[config.mk]
export PLATFORM = sky130hd
export DESIGN_NAME = cdcs_table
export DESIGN_NICKNAME = d
export VERILOG_FILES = /design/src/cheapest_delta_chain_search_assert.svh /design/src/cdcs_table.sv
export SDC_FILE = /design/constraint.sdc
export NUM_CORES = 2
export LEC_CHECK = 0
export BUFFER_PORTS_ARGS = -buffer_cell sky130_fd_sc_hd__buf_2
export CELL_PAD_IN_SITES_DETAIL_PLACEMENT = 0
export CELL_PAD_IN_SITES_GLOBAL_PLACEMENT = 1
export CORE_ASPECT_RATIO = 1.75
export CORE_MARGIN = 2
export CORE_UTILIZATION = 30
export DETAILED_ROUTE_END_ITERATION = 10
export PLACE_DENSITY_LB_ADDON = 0.1
export SLEW_MARGIN = 20
export SYNTH_ARGS = -nofsm -noshare
export SYNTH_HDL_FRONTEND = slang
export SYNTH_SLANG_ARGS = --single-unit
[constraint.sdc]
create_clock -name aclk -period 6.1 [get_ports aclk]
set_clock_uncertainty 0.05 [all_clocks]
set_input_delay 1.22 -clock aclk [delete_from_list [all_inputs] [get_ports aclk]]
set_output_delay 1.22 -clock aclk [all_outputs]
set_load 0.01 [all_outputs]
[src/cheapest_delta_chain_search_assert.svh]
// Assertion macros used by the top-level RTL file.
`ifndef CHEAPEST_DELTA_CHAIN_SEARCH_ASSERT_SVH
`define CHEAPEST_DELTA_CHAIN_SEARCH_ASSERT_SVH

// The condition must hold in the same cycle as the trigger.
`define CDCS_ASSERT_NOW(label, trig, cond, msg) \
    label: assert property (@(posedge aclk) disable iff (!aresetn) (trig) |-> (cond)) \
        else $error(msg);

// The condition must hold in the cycle after the trigger.
`define CDCS_ASSERT_NEXT(label, trig, cond, msg) \
    label: assert property (@(posedge aclk) disable iff (!aresetn) (trig) |=> (cond)) \
        else $error(msg);

`endif

[src/cdcs_table.sv]
`default_nettype none

module cdcs_table #(
    parameter int DEPTH = 32,
    parameter int IW = 5,
    parameter int VB = 16,
    parameter int CB = 48
) (
    input  wire logic          aclk,
    input  wire logic          wr_en,
    input  wire logic [IW-1:0] wr_addr,
    input  wire logic [VB-1:0] wr_src,
    input  wire logic [VB-1:0] wr_tgt,
    input  wire logic [CB-1:0] wr_cost,
    input  wire logic          wr_base,
    input  wire logic [IW-1:0] rd_addr,
    output logic      [VB-1:0] rd_src,
    output logic      [VB-1:0] rd_tgt,
    output logic      [CB-1:0] rd_cost,
    output logic               rd_base
);

    logic [VB-1:0] src_mem [DEPTH];
    logic [VB-1:0] tgt_mem [DEPTH];
    logic [CB-1:0] cost_mem [DEPTH];
    logic          base_mem [DEPTH];

    always_ff @(posedge aclk) begin
        if (wr_en) begin
            src_mem[wr_addr] <= wr_src;
            tgt_mem[wr_addr] <= wr_tgt;
            cost_mem[wr_addr] <= wr_cost;
            base_mem[wr_addr] <= wr_base;
        end
        rd_src <= src_mem[rd_addr];
        rd_tgt <= tgt_mem[rd_addr];
        rd_cost <= cost_mem[rd_addr];
        rd_base <= base_mem[rd_addr];
    end

endmodule

`default_nettype wire

Word-level counts from Yosys, hierarchy flattened:

Memory sizes are Yosys's and may differ from the RTL's. A register that Yosys moved wholly into a read port is not among the register bits.
Cells that the tools add are included.

* $add $sub $neg: 0
* multiply operators: 0
* divide/modulo/power cells: 0
* magnitude comparators: 0
* eq/ne operators: 0
* shift-type cells: 0
* mux-type cells: 2
* bitwise operators: 0
* reduce and logical (&&, ||, !) cells: 0

Operator list (count)
* 1-bit two-way mux: 2

* register bits: 0
* bits in latches: 0
* bits in writable memories: 2592
* bits in read-only memories: 0
* output and inout port bits: 81
* logic and storage cells: 6
* memories: 4

Memories
* cost_mem: depth 32, width 48, rd ports 1, clocked after memory_dff 1, wr ports 1, RTL line cdcs_table.sv:25 `logic [CB-1:0] cost_mem [DEPTH];`
* src_mem: depth 32, width 16, rd ports 1, clocked after memory_dff 1, wr ports 1, RTL line cdcs_table.sv:23 `logic [VB-1:0] src_mem [DEPTH];`
* tgt_mem: depth 32, width 16, rd ports 1, clocked after memory_dff 1, wr ports 1, RTL line cdcs_table.sv:24 `logic [VB-1:0] tgt_mem [DEPTH];`
* base_mem: depth 32, width 1, rd ports 1, clocked after memory_dff 1, wr ports 1, RTL line cdcs_table.sv:26 `logic base_mem [DEPTH];`

Logic depth before layout (Yosys ltp):

* depth in word-level cells: 2
* depth in mapped cells: 9

Worst setup path before layout:

Ideal clock, no wire load.

* path kind: input-to-reg
* start point: input wr_addr[0]
* end point: memory base_mem[24] (enable)
* data arrival time: 5.258 ns
* path slack: 0.271 ns
* stages on the path: 3
* buffers on the path: 1
* cells stage by stage: or3b_2 -> clkbuf_1 -> nor2_1

RTL lines
* start, declared: RTL line cdcs_table.sv:11 `input wire logic [IW-1:0] wr_addr,`
* end, declared: RTL line cdcs_table.sv:26

Straight into the memory's write port.

==> results by group <==
Setup path
  • CP Data Arrival Time: 4.01 ns
  • Slowest cell on the critical path: nor2b_4
  • Startpoint types: input port
  • Crit path kind: in -> reg
  • Cell mode on critical path: nor2b_4
  • CP cell instances: buf_6 -> nor2b_4 -> nor2b_4 -> buf_4 -> a22oi_1 -> nand3_1
  • Crit Reg-Reg Endpoint: rd_src[1]$_DFF_P_
  • Worst-path fanout max: 41
  • Crit path largest cell delay: 0.95 ns
  • Cells on worst reg2reg path: 4
  • Crit path required time: 6.86 ns
  • R2R Path Start: src_mem[14][1]$_DFFE_PP_
  • Critical path endpoint category: flip-flop
  • R2R setup slack: 4.20 ns

Synth
  • Area leader, netlist: edfxtp_1
  • Dominant cells by area after synthesis: edfxtp_1 (78%), mux4_2 (7.5%), mux2i_1 (6.3%)
  • Cell Area, Synth: 0.100 mm2
  • Sequential element share of the synthesized area: 79.4%
  • Post-synth EDFFs: 2,592
  • Syn_nets: 4,822
  • FF+latch count, synth: 2,673
  • Top cell type's share of synthesized area: 77.7%
  • Synth Area per Inst: 21.2 um2
  • YS warnings: 0
  • Top_reg_cell synth: edfxtp_1
  • Synth cell types: 33
  • Top post-synthesis cells by count: edfxtp_1 (2,592), mux2i_1 (628), a22oi_1 (405)
  • Post-Syn Instances: 4,729
  • Count leader, synth: edfxtp_1
  • FFs w/ async S/R, synth: 0%

Clock tree
  • Total CTS buffers: 269
  • Clk_lat worst skew: 0.88 ns
  • # hold bufs at CTS: 0
  • CTS tree: done
  • Post-CTS Setup Inserts: 0
  • # resized after CTS: 0
  • Clock-pin slew on the worst setup and hold paths: 0.06 ns
  • H-tree levels: 5
  • Clk root buf: clkbuf_16
  • CTS Sinks: 2,673
  • Longest Clk Path Bufs: 4

Detailed routing
  • Remaining DRCs: 0
  • DRT antenna net count: 0
  • Via-to-Cell Ratio: 4.99
  • Detailed Routing Iterations Pass 1: 5
  • WL final: 305 mm
  • Vias post-DR: 48,100
  • Initial detailed-routing violation count: 3,323
  • DR WL/cell: 31.7 um

GRT
  • Initial antenna violation count: 34
  • Gr usage total: 17.8%
  • Number of global-route vias before repair: 51,300
  • Global-route wire length before repair: 420 mm
  • Largest net degree at the start of global routing: 125
  • Global route overflow: 0

Timing
  • Max_slew headroom: 21.1%
  • Final hold violations: 0
  • Fin. max-slew vios: 0
  • Final setup fails: 0
  • Period utilisation layout: 53.3%
  • RSZ-0062 raised after global routing: no
  • FMAX: 0.308 GHz
  • Setup TNS: 0 ns
  • Post-route minimum period: 3.25 ns
  • Worst-Margin Slew: 1.18 ns

Power and ir drop
  • Reg power frac: 53.1%
  • Pwr/cell area: 334 mW/mm2
  • Clock share of power: 42.1%
  • Sw Ratio: 21.8%
  • Switch Pwr: 8.45 mW
  • Static Leak: 37.2 nW
  • Combinational power share: 4.8%
  • VDD IR-drop max: 0.213 mV
  • Cell Int Power: 30.3 mW

Cells and area
  • P&R area growth vs syn: 15.7%
  • Fin nets: 5,144
  • Final Core Density: 34.9%
  • Final std cells w/o fill: 9,630
  • Share of cells above drive strength 1: 20.4%

Hold path
  • Min-Delay Path Depth: 4
  • Min-Delay Path Class: reg -> reg
  • Worst Hold End: rd_cost[47]$_DFF_P_
  • Min-delay src: cost_mem[16][47]$_DFFE_PP_

Floorplanning
  • Die ar.: 0.339 mm2
  • Die X: 441 um
  • CORE AREA: 0.332 mm2
  • # rows: 280
  • IO Count: 174
  • Starting density of the core: 30.1%
  • Die Y: 768 um

Placed design
  • Inst Count DP: 9,151
  • Placer Congestion: 0.705
  • # port buffers: 173
  • Dpl hpwl: 168 mm

Job
  • Max Cap Violations: 0

Run status
  • Outcome: finished clean
==> per-layer routing <==
| layer | part of all wire (%) | vias to the layer above | global-route usage, % |
|---|---|---|---|
| met2 | 55 | 968 | 33.5 |
| met4 | 2.7 | 10 | 4.75 |
| met1 | 39 | 26200 | 20.9 |
| li1 | - | 20500 | - |
| met5 | 0.019 | - | 0 |
| met3 | 3.5 | 416 | 2.46 |
==> stage by stage <==
step,power [mW],setup WS [ns],hold WS [ns],instance area [um2]
3_3_place_gp,22.9,1.89,0.545,107000
6_report,38.7,2.85,0.567,116000
3_5_place_dp,22.9,1.91,0.558,107000
4_1_cts,39.3,2.87,0.572,116000
2_1_floorplan,21.9,0.271,0.513,100000
5_1_grt,40.0,2.71,0.627,116000
==> worst max-delay path by stage <==
stage | start | to | cells past startpoint
3_5_place_dp | rd_addr[2] | rd_cost[38]$_DFF_P_ | 6
4_1_cts | rd_addr[1] | rd_src[8]$_DFF_P_ | 6
6_report | rd_addr[1] | rd_src[9]$_DFF_P_ | 6
5_1_grt | rd_addr[2] | rd_cost[38]$_DFF_P_ | 6
2_1_floorplan | wr_addr[0] | base_mem[24]$_DFFE_PP_ | 3
3_3_place_gp | rd_addr[2] | rd_cost[38]$_DFF_P_ | 6
==> worst max-delay path, delay by kind of cell <==
family / cells / cell delay (ns)
compound gates: 1 / 0.13
simple gates: 3 / 1.72
buf+inv: 2 / 0.86
==> cell type report <==
| class | count | area [um2] |
|---|---|---|
| fillers | 31000 | 216000 |
| flip-flops and latches | 2673 | 79500 |
| multi-input cells | 1788 | 19700 |
| clock buffers | 382 | 7540 |
| well taps | 4371 | 5470 |
| repair buffers | 319 | 2850 |
| clock inverters | 88 | 861 |
| diodes | 9 | 22.5 |
==> power groups by stage <==
stage / Clock [mW] / Sequential (mW) / Combinational, mW
CTS: 16.9 / 20.6 / 1.91
floorplan: 0 / 20.9 / 0.953
finish: 16.3 / 20.6 / 1.84
global route: 17.4 / 20.6 / 1.99
detailed placement: 0 / 21.0 / 1.90
global placement: 0 / 21.0 / 1.89
==> state kept, by name, summed over array words and instances, names as in the netlist <==
register / count
tgt_mem: 512
rd_tgt: 16
rd_cost: 48
cost_mem: 1536
rd_src: 16
rd_base: 1
src_mem: 512
base_mem: 32
==> cell usage in the layout, fill, tap and decap left out, types with 35 or more instances in the layout <==
cell,netlist,routed
clkbuf_16,0,277
nor2_4,0,35
a31oi_1,51,51
buf_2,98,169
clkbuf_1,114,84
edfxtp_1,2592,2592
buf_4,24,78
mux4_2,334,334
dfxtp_1,81,81
mux2i_1,628,628
a22o_1,51,51
buf_12,0,69
a22oi_1,405,405
nand3_1,140,140
==> kinds of logic (layout without fill, tap and decap cells) <==
family,count (synthesis),in the layout,share of synthesized area [%]
other,0,9,0
buffers and inverters,268,789,1.35
multiplexers,962,962,13.8
AND/OR/NAND/NOR,282,282,1.45
flip-flops,2673,2673,79.4
AO/OA/AOI/OAI,544,544,4.04
Power figures use the tool's default switching activity.
